**config.mk**
```make
export PLATFORM = sky130hd
export DESIGN_NAME = pnd_smooth
export DESIGN_NICKNAME = d
export VERILOG_FILES = /design/src/design/pnd_pkg.sv /design/src/design/pnd_smooth.sv
export SDC_FILE = /design/constraint.sdc
export NUM_CORES = 2
export LEC_CHECK = 0
export ABC_AREA = 1
export CORE_ASPECT_RATIO = 1.5
export CORE_UTILIZATION = 45
export CTS_BUF_LIST = sky130_fd_sc_hd__clkbuf_16
export DETAILED_ROUTE_END_ITERATION = 8
export DONT_BUFFER_PORTS = 1
export GPL_ROUTABILITY_DRIVEN = 0
export PLACE_DENSITY_LB_ADDON = 0.1
export SYNTH_ARGS = -nofsm -noshare
export SYNTH_HDL_FRONTEND = slang
export SYNTH_SLANG_ARGS = --single-unit
```
**constraint.sdc**
```tcl
create_clock -name clk -period 20.1 [get_ports clk]
set_input_delay 6.03 -clock clk [delete_from_list [all_inputs] [get_ports clk]]
set_output_delay 6.03 -clock clk [all_outputs]
set_load 0.005 [all_outputs]
```
**src/design/pnd_pkg.sv**
```systemverilog
// Package for the 2D gradient noise unit: hash constants, pipeline stage count,
// and the elaboration-time quarter-wave sine generator used to build the gradient ROM.
// No dependencies.
package pnd_pkg;

  localparam int NUM_STAGES = 10;

  typedef logic [NUM_STAGES:1] stage_en_t;

  localparam logic [31:0] HASH_MUL1 = 32'd3284157443;
  localparam logic [31:0] HASH_MUL2 = 32'd1911520717;
  localparam logic [31:0] HASH_MUL3 = 32'd2048419325;

  // pi/2 in Q30 radians.
  localparam longint unsigned HALF_PI_Q30 = 64'd1686629713;

  // Taylor series divisors (2k+2)(2k+3).
  localparam longint unsigned SERIES_DIV [11] =
    '{64'd6, 64'd20, 64'd42, 64'd72, 64'd110, 64'd156, 64'd210, 64'd272, 64'd342,
      64'd420, 64'd506};

  function automatic logic [31:0] rotl16(input logic [31:0] v);
    return {v[15:0], v[31:16]};
  endfunction

  // Sine of quarter step r, signed with trig_bits-1 fraction bits.
  // Only evaluated at elaboration to fill the ROM.
  function automatic longint quarter_sine(input int r, input int angle_bits,
                                          input int trig_bits);
    longint unsigned theta;
    longint unsigned t2;
    longint unsigned term;
    longint unsigned q_steps;
    longint          sum;
    longint          res;
    longint          maxv;
    q_steps = 64'd1 << (angle_bits - 2);
    theta = (64'(r) * HALF_PI_Q30 + (q_steps >> 1)) >> (angle_bits - 2);
    t2 = (theta * theta + (64'd1 << 29)) >> 30;
    term = theta;
    sum = 0;
    maxv = (64'sd1 <<< (trig_bits - 1)) - 64'sd1;
    for (int k = 0; k <= 10; k++) begin
      if (k % 2 == 0) begin
        sum = sum + signed'(term);
      end else begin
        sum = sum - signed'(term);
      end
      term = ((term * t2 + (64'd1 << 29)) >> 30) / SERIES_DIV[k];
    end
    if (sum < 0) begin
      sum = 0;
    end
    res = signed'((unsigned'(sum) + (64'd1 << (29 - (trig_bits - 1))))
                  >> (30 - (trig_bits - 1)));
    return (res > maxv) ? maxv : res;
  endfunction

endpackage

```
**src/design/pnd_smooth.sv**
```systemverilog
// Smoothstep fade weights 3f^2 - 2f^3 for the x and y fractions, stages 1 to 4,
// then carried to stage 6 to meet the corner dot products. Depends on pnd_pkg.
module pnd_smooth #(
  parameter int FRAC_BITS = 16
) (
  input  logic                 clk,
  input  pnd_pkg::stage_en_t   en,
  input  logic [FRAC_BITS-1:0] fx,
  input  logic [FRAC_BITS-1:0] fy,
  output logic [FRAC_BITS+1:0] sx,
  output logic [FRAC_BITS+1:0] sy
);

  localparam int FB = FRAC_BITS;
  localparam int SQW = 2 * FB;
  localparam int PW = 2 * FB + 3;
  localparam logic [SQW:0]   HALF_SQ = (SQW + 1)'(1) << (FB - 1);
  localparam logic [PW-1:0]  HALF_P = PW'(1) << (FB - 1);
  localparam logic [FB+1:0]  THREE_ONE = (FB + 2)'(3) << FB;

  logic [FB-1:0]  fin [2];
  logic [SQW-1:0] sq  [2];
  logic [FB-1:0]  f1  [2];
  logic [FB:0]    w2  [2];
  logic [FB+1:0]  m2  [2];
  logic [PW-1:0]  p3  [2];
  logic [FB+1:0]  s4  [2];
  logic [FB+1:0]  s5  [2];
  logic [FB+1:0]  s6  [2];

  assign fin[0] = fx;
  assign fin[1] = fy;

  always_ff @(posedge clk) begin
    for (int l = 0; l < 2; l++) begin
      if (en[1]) begin
        sq[l] <= SQW'(fin[l]) * SQW'(fin[l]);
        f1[l] <= fin[l];
      end
      if (en[2]) begin
        w2[l] <= (FB + 1)'(({1'b0, sq[l]} + HALF_SQ) >> FB);
        m2[l] <= THREE_ONE - (FB + 2)'({f1[l], 1'b0});
      end
      if (en[3]) begin
        p3[l] <= PW'(w2[l]) * PW'(m2[l]);
      end
      if (en[4]) begin
        s4[l] <= (FB + 2)'((p3[l] + HALF_P) >> FB);
      end
      if (en[5]) begin
        s5[l] <= s4[l];
      end
      if (en[6]) begin
        s6[l] <= s5[l];
      end
    end
  end

  assign sx = s6[0];
  assign sy = s6[1];

endmodule

```
==> flow_metrics.tcl <==
set metrics [dict create \
    place_hpwl_um 82600 \
    track_usage_pct 20.9 \
    antenna_cells 0 \
    r2r-end "p3[0][16]" \
    cts-hold-fix-buffers 0 \
    overflow 0 \
    max_slew_margin_pct 33.7 \
    postSynthCellCount 5483 \
    cts_setup_buffers 0 \
    outcome "completed" \
    cp-start-kind "input port" \
    worstSetupEndpointType "flop" \
    num_rows 142 \
    cts_repair_resize_count 0 \
    cts_tree "built" \
    synth_edf_count 280 \
    nNetsFinal 6538 \
    drt-total-wl_um 101000 \
    fmax_mhz 95.7 \
    crit_path_cell_trace "nand2_1 -> inv_1 -> fa_1 -> inv_1 -> fa_1 -> inv_1 -> fa_1 -> fa_1 -> fa_1 -> inv_1 -> fa_1 -> inv_1 -> ha_1 -> a21oi_1 -> o21ai_0 -> nor2_1 -> nand2_1 -> nand2_1 -> nand2_1 -> nand2_1 -> nand2_1" \
    initial_core_util_pct 45.5 \
    ys_warn_count 0 \
    hold_path.startpoint "s5[0][2]" \
    fp.dieW_um 262 \
    io_pins 79 \
    cap_violations 0 \
    rr_startpoint "w2[0][2]" \
    htree_levels 1 \
    num_vias 32296 \
    synth_area_um2 45600 \
    antenna_found_initial 0 \
    cts_buffer_depth 3 \
    cpPeakStageDelay_ns 0.54 \
    critical_path_class "in2reg" \
    firstDrtPassIters 5 \
    drive_gt1_share_pct 1.85 \
    setup_ws_ns 9.65 \
    fin_crit_sh_pct 52.0 \
    synth.avg_cell_area_um2 8.32 \
    grt_pass1_wl_um 171000 \
    slowest_stage "fa_1" \
    hold_path_class "reg2reg" \
    grt_setup_unrepaired "no" \
    tns_ns 0 \
    min_period_ns 10.45 \
    synth-async-reset-ratio_pct 0 \
    worst_pin_slew_ns 0.995 \
    grt_max_degree 69 \
    drc 0 \
    dieArea_um2 103000 \
    fp.dieH_um 392 \
    path_clk_slew_ns 0.06 \
    holdPathStages 0 \
    core-area_um2 100000 \
    syn_nets 6699 \
    worst_skew_pair.late_latency_ns 0.57 \
    area_delta_synth_final_pct 3.92 \
    cts-buffers-inserted 26 \
    yosysSeqAreaShare_pct 18.4 \
    cts.sinks 280 \
    dp_worst_setup_slack_ns 9.04 \
    r2r_cells 16 \
    min_to "s6[0][2]" \
    synth_top_flop_cell "edfxtp_1" \
    portBuffers 0 \
    wire_per_inst_um 15.3 \
    cp.arrival_ns 10.76 \
    vias_per_cell 4.87 \
    crit_required_ns 20.42 \
    drtAntennaViolNets 0 \
    reg2reg_slack_ns 13.92 \
    grt_pass1_vias 34889 \
    cts-root-buf "clkbuf_16" \
    ys_types 37 \
    hold_violations 0 \
    cp_max_fo 17 \
    drt_iter0_markers 1304 \
    synth_seq_cells 280 \
    fin_skew_ns 0.0162 \
    finalSetupViolCount 0 \
    finalMaxSlewViolations 0 \
]
-- routing by layer --
metal	up-vias	part of all wire, %	routed length, µm	track usage [%]
li1	15647	-	-	-
met1	15909	40	40300	24.4
met2	548	54	55200	40.3
met3	192	2.8	2860	1.18
met4	0	3.0	3010	6.23
met5	-	0	0	0
-- cell families after synthesis --
kind of cell,Yosys count,synth area share [%]
AOI/OAI and AO/OA,242,2.84
xor gates and xnor gates,130,2.50
adders and majority gates,1173,44.8
buffers and inverters,1768,14.6
DFF,280,18.4
and+or+nand+nor,1890,16.8
-- how the worst max path moves through the flow --
stage	start	to	slack, ns	cells past startpoint
after global routing	fy[3]	sq[0][59]	9.31	21
after CTS	fy[3]	sq[0][63]	9.65	21
after floorplan	fx[13]	sq[0][29]	8.94	23
after detailed placement	fy[3]	sq[0][63]	9.04	21
final	fy[3]	sq[0][63]	9.65	21
after global placement	fy[3]	sq[0][63]	9.07	21
-- worst max-delay path, delay by kind of cell --
| family | cells | cell delay (ns) |
|---|---|---|
| compound gates | 2 | 0.49 |
| fa+ha+maj | 7 | 3.30 |
| buf+inv | 5 | 0.27 |
| simple gates | 7 | 0.68 |
-- state kept, by name (all words and copies together), names as in the netlist --
| name | count |
|---|---|
| f1 | 32 |
| m2 | 34 |
| p3 | 38 |
| s4 | 36 |
| s5 | 36 |
| s6 | 36 |
| sq | 34 |
| w2 | 34 |
-- placed cells by master, fill, tap and decap left out, drive strengths merged --
cell      instances
inv            1580
nand2          1457
fa              768
ha              405
edfxtp          280
nor2            205
a21oi           128
nand3           116
xor2             81
o21ai            81
nor3             50
xnor2            49
nand4            41
clkbuf           27
o21bai           15
a21o             11
clkinv           10
or2               9
nor4              7
a31oi             4
clkinvlp          4
o21a              3
bufinv            3
and3              2
and2              2
buf               2
nand3b            1
-- through the flow --
step	area [µm²]	hold slack, ns	instances	util [%]
after floorplan	45600	0.400	5483	-
after global placement	46500	0.401	6590	46.4
after detailed placement	46500	0.405	6590	46.4
after CTS	47400	0.416	6637	47.3
after global routing	47400	0.423	6637	47.3
final	47400	0.416	6637	47.3
-- synth_stat cells, drive strengths merged (3+ instances only) --
cell / number / area (µm²)
or2: 9 / 56.3
o21a: 3 / 22.5
a21oi: 128 / 648
nand2: 1457 / 5480
nand4: 41 / 263
ha: 405 / 5070
a21o: 11 / 82.6
nand3: 116 / 616
xnor2: 49 / 429
edfxtp: 280 / 8410
xor2: 81 / 709
inv: 1577 / 5920
o21bai: 15 / 113
o21ai: 81 / 405
clkbuf: 184 / 691
fa: 768 / 15400
nor2: 205 / 837
nor3: 50 / 318
buf: 7 / 37.5
nor4: 7 / 58.8
a31oi: 4 / 25.0
-- cell type report --
| type | count | area [µm²] |
|---|---|---|
| Timing Repair Buffer | 2 | 15.0 |
| Fill cell | 10018 | 52800 |
| Sequential cell | 280 | 8410 |
| Tap cell | 1296 | 1620 |
| Clock buffer | 27 | 676 |
| Clock inverter | 20 | 204 |
| Inverter | 1577 | 5920 |
| Multi-Input combinational cell | 3435 | 30500 |
Power is not shown: default switching activity piles up to over one toggle a cycle in this logic, so the estimate is an artifact.
