[src/design/pnd_pkg.sv]
// Package for the 2D gradient noise unit: hash constants, pipeline stage count,
// and the elaboration-time quarter-wave sine generator used to build the gradient ROM.
// No dependencies.
package pnd_pkg;

  localparam int NUM_STAGES = 10;

  typedef logic [NUM_STAGES:1] stage_en_t;

  localparam logic [31:0] HASH_MUL1 = 32'd3284157443;
  localparam logic [31:0] HASH_MUL2 = 32'd1911520717;
  localparam logic [31:0] HASH_MUL3 = 32'd2048419325;

  // pi/2 in Q30 radians.
  localparam longint unsigned HALF_PI_Q30 = 64'd1686629713;

  // Taylor series divisors (2k+2)(2k+3).
  localparam longint unsigned SERIES_DIV [11] =
    '{64'd6, 64'd20, 64'd42, 64'd72, 64'd110, 64'd156, 64'd210, 64'd272, 64'd342,
      64'd420, 64'd506};

  function automatic logic [31:0] rotl16(input logic [31:0] v);
    return {v[15:0], v[31:16]};
  endfunction

  // Sine of quarter step r, signed with trig_bits-1 fraction bits.
  // Only evaluated at elaboration to fill the ROM.
  function automatic longint quarter_sine(input int r, input int angle_bits,
                                          input int trig_bits);
    longint unsigned theta;
    longint unsigned t2;
    longint unsigned term;
    longint unsigned q_steps;
    longint          sum;
    longint          res;
    longint          maxv;
    q_steps = 64'd1 << (angle_bits - 2);
    theta = (64'(r) * HALF_PI_Q30 + (q_steps >> 1)) >> (angle_bits - 2);
    t2 = (theta * theta + (64'd1 << 29)) >> 30;
    term = theta;
    sum = 0;
    maxv = (64'sd1 <<< (trig_bits - 1)) - 64'sd1;
    for (int k = 0; k <= 10; k++) begin
      if (k % 2 == 0) begin
        sum = sum + signed'(term);
      end else begin
        sum = sum - signed'(term);
      end
      term = ((term * t2 + (64'd1 << 29)) >> 30) / SERIES_DIV[k];
    end
    if (sum < 0) begin
      sum = 0;
    end
    res = signed'((unsigned'(sum) + (64'd1 << (29 - (trig_bits - 1))))
                  >> (30 - (trig_bits - 1)));
    return (res > maxv) ? maxv : res;
  endfunction

endpackage

[src/design/pnd_blend.sv]
// Bilinear smoothstep blend, stages 7 to 10: x blend of both rows, y blend,
// then rescale of (v + 1) / 2 to Q0.16 with saturation. Depends on pnd_pkg.
module pnd_blend #(
  parameter int FRAC_BITS = 16
) (
  input  logic                        clk,
  input  pnd_pkg::stage_en_t          en,
  input  logic signed [FRAC_BITS+2:0] dot [4],
  input  logic [FRAC_BITS+1:0]        sx,
  input  logic [FRAC_BITS+1:0]        sy,
  output logic [15:0]                 noise_value
);

  localparam int FB = FRAC_BITS;
  localparam int DW = FB + 3;
  localparam int PT = 2 * FB + 7;
  localparam int SH_R = (FB > 15) ? FB - 15 : 0;
  localparam int SH_L = (FB < 15) ? 15 - FB : 0;
  localparam logic signed [PT-1:0] RND_F = PT'((1 << FB) >> 1);
  localparam logic signed [PT-1:0] ONE_F = PT'(1 << FB);
  localparam logic signed [PT-1:0] RND_O = PT'((1 << SH_R) >> 1);

  logic signed [DW:0]   dtop;
  logic signed [DW:0]   dbot;
  logic signed [PT-1:0] sxs;
  logic signed [PT-1:0] pt7;
  logic signed [PT-1:0] pb7;
  logic signed [DW-1:0] d0_7;
  logic signed [DW-1:0] d2_7;
  logic [FB+1:0]        sy7;
  logic signed [DW-1:0] top8;
  logic signed [DW-1:0] bot8;
  logic [FB+1:0]        sy8;
  logic signed [DW:0]   dv;
  logic signed [PT-1:0] sys;
  logic signed [PT-1:0] pv9;
  logic signed [DW-1:0] top9;
  logic signed [PT-1:0] vsum;
  logic signed [PT-1:0] tval;
  logic signed [PT-1:0] oval;
  logic [15:0]          sat;

  always_comb begin
    dtop = (DW + 1)'(dot[1]) - (DW + 1)'(dot[0]);
    dbot = (DW + 1)'(dot[3]) - (DW + 1)'(dot[2]);
    sxs = $signed(PT'(sx));
    dv = (DW + 1)'(bot8) - (DW + 1)'(top8);
    sys = $signed(PT'(sy8));
    vsum = PT'(top9) + ((pv9 + RND_F) >>> FB);
    tval = vsum + ONE_F;
    oval = ((tval + RND_O) >>> SH_R) <<< SH_L;
    if (oval < 0) begin
      sat = 16'd0;
    end else if (oval > 65535) begin
      sat = 16'hFFFF;
    end else begin
      sat = oval[15:0];
    end
  end

  always_ff @(posedge clk) begin
    if (en[7]) begin
      pt7 <= PT'(dtop) * sxs;
      pb7 <= PT'(dbot) * sxs;
      d0_7 <= dot[0];
      d2_7 <= dot[2];
      sy7 <= sy;
    end
    if (en[8]) begin
      top8 <= DW'(PT'(d0_7) + ((pt7 + RND_F) >>> FB));
      bot8 <= DW'(PT'(d2_7) + ((pb7 + RND_F) >>> FB));
      sy8 <= sy7;
    end
    if (en[9]) begin
      pv9 <= PT'(dv) * sys;
      top9 <= top8;
    end
    if (en[10]) begin
      noise_value <= sat;
    end
  end

endmodule

[config.mk]
export PLATFORM = sky130hd
export DESIGN_NAME = pnd_blend
export DESIGN_NICKNAME = d
export VERILOG_FILES = /design/src/design/pnd_pkg.sv /design/src/design/pnd_blend.sv
export SDC_FILE = /design/constraint.sdc
export NUM_CORES = 2
export LEC_CHECK = 0
export BUFFER_PORTS_ARGS = -buffer_cell sky130_fd_sc_hd__buf_4
export CAP_MARGIN = 10
export CORE_ASPECT_RATIO = 1.25
export CORE_MARGIN = 2
export CORE_UTILIZATION = 60
export DETAILED_ROUTE_END_ITERATION = 16
export PLACE_DENSITY = 0.78
export SLEW_MARGIN = 20
export SYNTH_ARGS = -nofsm -noshare
export SYNTH_HDL_FRONTEND = slang
export SYNTH_SLANG_ARGS = --single-unit
[constraint.sdc]
create_clock -name clk -period 12.5 [get_ports clk]
set_clock_uncertainty 0.05 [all_clocks]
set_input_delay 1.25 -clock clk [delete_from_list [all_inputs] [get_ports clk]]
set_output_delay 1.25 -clock clk [all_outputs]
set_load 0.01 [all_outputs]
==> flow_summary.yaml <==
logic_synthesis:
  postSynth.asyncResetShare_pct: 0
  part_of_the_yosys_area_used_for_sequential_elements_pct: 12.4
  synth-edff-count: 211
  yosys.cell_types.count: 68
  syn-cell-area_mm2: 0.0510
  primary_flip_flop_cell_chosen_by_synthesis_mapping: "sky130_fd_sc_hd__edfxtp_1"
  syn_avg_cell_area_um2: 9.31
  syn-num-nets: 7059
  ys_seq_elements: 211
  syn-instance-count: 5482
  yosysWarningCount: 0
sta:
  finalCritPeriodShare_pct: 82.0
  slew_headroom_pct: 22.6
  timing.final.hold_violations: 0
  worst_slew_pin_slew_ps: 1160
  unrepaired_setup_endpoints_after_global_routing: "no"
  fmax_mhz: 97.5
  timing.setup.tns_ps: 0
  timing_max_transition_violations_final: 0
  final-setup-viol-count: 0
  fin_crit_ps: 10250
route:
  post-route-drc-count: 0
  via_per_inst: 5.48
  drt_pass1_iterations: 5
  antenna_violating_nets_post_route: 0
  dr_total_vias: 36300
  route.final.wire_length_mm: 122
  detailedRoute.firstIterationViolations: 2016
  wl_per_cell_um: 18.4
setup_path:
  critPathSlowestCell: "sky130_fd_sc_hd__o21ai_0"
  worstSetupPathDepth: 37
  crit_path_frequent_cell: "sky130_fd_sc_hd__fa_1"
  worstSetupEndpointType: "flop"
  r2r.worst_path.cells: 34
  worstSetupStartpointType: "input pin"
  cp.buffers_inverters: 7
  required_time_worst_endpoint_ps: 12730
  cp_max_fo: 5
  critical-path-max-stage-delay_ps: 620
  critical_path.top_delay_family: "adder cells"
  timing_worst_setup_path_type: "input pin to flop"
  worst_ep_arrival_time_ps: 10480
place:
  quantity_of_i_o_buffers_inserted_on_ports: 132
  gpl.final_weighted_congestion: 0.938
  half_perimeter_wire_length_after_detailed_placement_mm: 95.1
cts:
  numCtsBuffers: 21
  postCtsHoldBufs: 0
  post_cts.repair.setup_buffers: 0
  clk_latency_ps: 530
  cts_tree: "yes"
  clock_tree.htree_level_count: 1
  clock_path_buffers: 3
  clock-root-buffer: "sky130_fd_sc_hd__clkbuf_16"
  numClockSinks: 211
  clkTransAtPathRegs_ps: 70
  post_cts_resize_count: 0
finish:
  post_route_cells_drive_above_1_share_pct: 4.63
  layout-area-overhead-vs-synth_pct: 5.57
  num-nets-final: 7091
die:
  io-pin-count: 139
  design.die.area_mm2: 0.0874
  initial_core_util_pct: 60.6
  chip_height_um: 330
  horizontal_die_dimension_um: 265
  row_count: 119
  design.core.area_mm2: 0.0843
min_path:
  worst_hold_path.num_cells: 0
  worst_hold_path_type: "flop to flop"
global_routing:
  number_of_antenna_violations_at_the_first_check_in_global_routing: 0
  number_of_global_route_vias_before_repair: 39600
  grt_pass1_wl_mm: 198
  pin_count_of_the_biggest_net_entering_global_routing: 65
  track_usage_pct: 29.0
  grt_overflow: 0
status:
  outcome: "finished clean"
run:
  timing.max_cap.violations: 0
-- cell usage in the layout, fill, tap and decap left out, drive strengths merged, types with 107 or more instances in the layout --
cell type,netlist,routed
a21oi,131,131
and2,456,456
buf,2,187
edfxtp,211,211
fa,1030,1030
ha,424,424
inv,1456,1457
nand2,629,629
nor2,107,107
xnor2,183,183
-- cell families after synthesis --
family                   count (synthesis)  share of synthesized area (%)
flip-flops                             211                           12.4
AO/OA/AOI/OAI                          406                           5.18
XOR/XNOR                               257                           4.50
multiplexers                            18                          0.373
adder cells (fa/ha/maj)               1454                           50.8
buffers and inverters                 1634                           12.0
AND/OR/NAND/NOR                       1502                           14.7
-- per-stage QoR --
step / worst slack, ps / utilization (%) / instances / instance area (um2) / hold WS (ps)
floorplan: 3080 / - / 5482 / 51000 / 350
global placement: 1870 / 63.1 / 6580 / 53200 / 352
detailed placement: 1830 / 63.1 / 6580 / 53200 / 355
CTS: 2340 / 63.9 / 6616 / 53900 / 370
global route: 1720 / 63.9 / 6616 / 53900 / 378
finish: 2250 / 63.9 / 6617 / 53900 / 371
-- routing by layer --
layer	vias up	share of wire, %	global-route usage [%]
met5	-	0	0
met4	0	7.0	17.6
met3	356	5.3	2.62
met2	1136	52	52.5
met1	18400	36	33.5
li1	16400	-	-
-- sequential cells by signal, indices dropped and copies added (netlist names) --
register,count
pt7,20
sy7,18
sy8,18
noise_value,16
d2_7,19
pb7,20
pv9,24
top9,19
bot8,19
d0_7,19
top8,19
-- synthesized netlist by cell type (all sizes together) (3+ instances only) --
| master | number | area share (%) |
|---|---|---|
| nand2b | 61 | 0.75 |
| nand3 | 52 | 0.51 |
| edfxtp | 211 | 12 |
| a31o | 3 | 0.051 |
| nand2 | 629 | 4.6 |
| xnor2 | 183 | 3.2 |
| a311o | 3 | 0.059 |
| a31oi | 12 | 0.15 |
| nand4 | 14 | 0.17 |
| a2111o | 3 | 0.066 |
| ha | 424 | 10 |
| fa | 1030 | 40 |
| nor4 | 7 | 0.14 |
| o21bai | 13 | 0.19 |
| or2 | 9 | 0.11 |
| inv | 1456 | 11 |
| mux2 | 8 | 0.18 |
| o2111ai | 3 | 0.051 |
| a41oi | 7 | 0.12 |
| a21boi | 9 | 0.13 |
| o31a | 4 | 0.069 |
| mux2i | 10 | 0.20 |
| and3 | 36 | 0.44 |
| or3 | 8 | 0.098 |
| a22o | 3 | 0.051 |
| a221oi | 3 | 0.051 |
| and2 | 456 | 5.6 |
| xor2 | 72 | 1.2 |
| a211oi | 15 | 0.22 |
| nor2 | 107 | 0.79 |
| o211ai | 12 | 0.18 |
| nor2b | 74 | 0.91 |
| a41o | 4 | 0.078 |
| and4 | 4 | 0.069 |
| a211o | 5 | 0.086 |
| a21oi | 131 | 1.3 |
| a2111oi | 7 | 0.12 |
| o41ai | 4 | 0.083 |
| a21o | 37 | 0.54 |
| o21ai | 76 | 0.75 |
| clkbuf | 176 | 1.3 |
| o21a | 37 | 0.54 |
| a22oi | 3 | 0.044 |
| nor3 | 36 | 0.35 |
-- worst paths after layout --
check	slack, ps	end	start
setup / recovery	2250	pt7[34]	dot[38]
hold / removal	370	sy8[9]	sy7[9]
setup reg to reg	2800	pv9[35]	top8[1]
hold reg to reg	370	sy8[9]	sy7[9]
-- cell type report --
cell class / count / area [um2]
Multi-Input combinational cell: 3637 / 38600
Fill cell: 6844 / 30400
Sequential cell: 211 / 6340
Inverter: 1456 / 5470
Timing Repair Buffer: 187 / 1400
Tap cell: 1089 / 1360
Clock buffer: 23 / 533
Clock inverter: 13 / 158
Antenna cell: 1 / 2.50
Power is not shown: default switching activity piles up to over one toggle a cycle in this logic, so the estimate is an artifact.
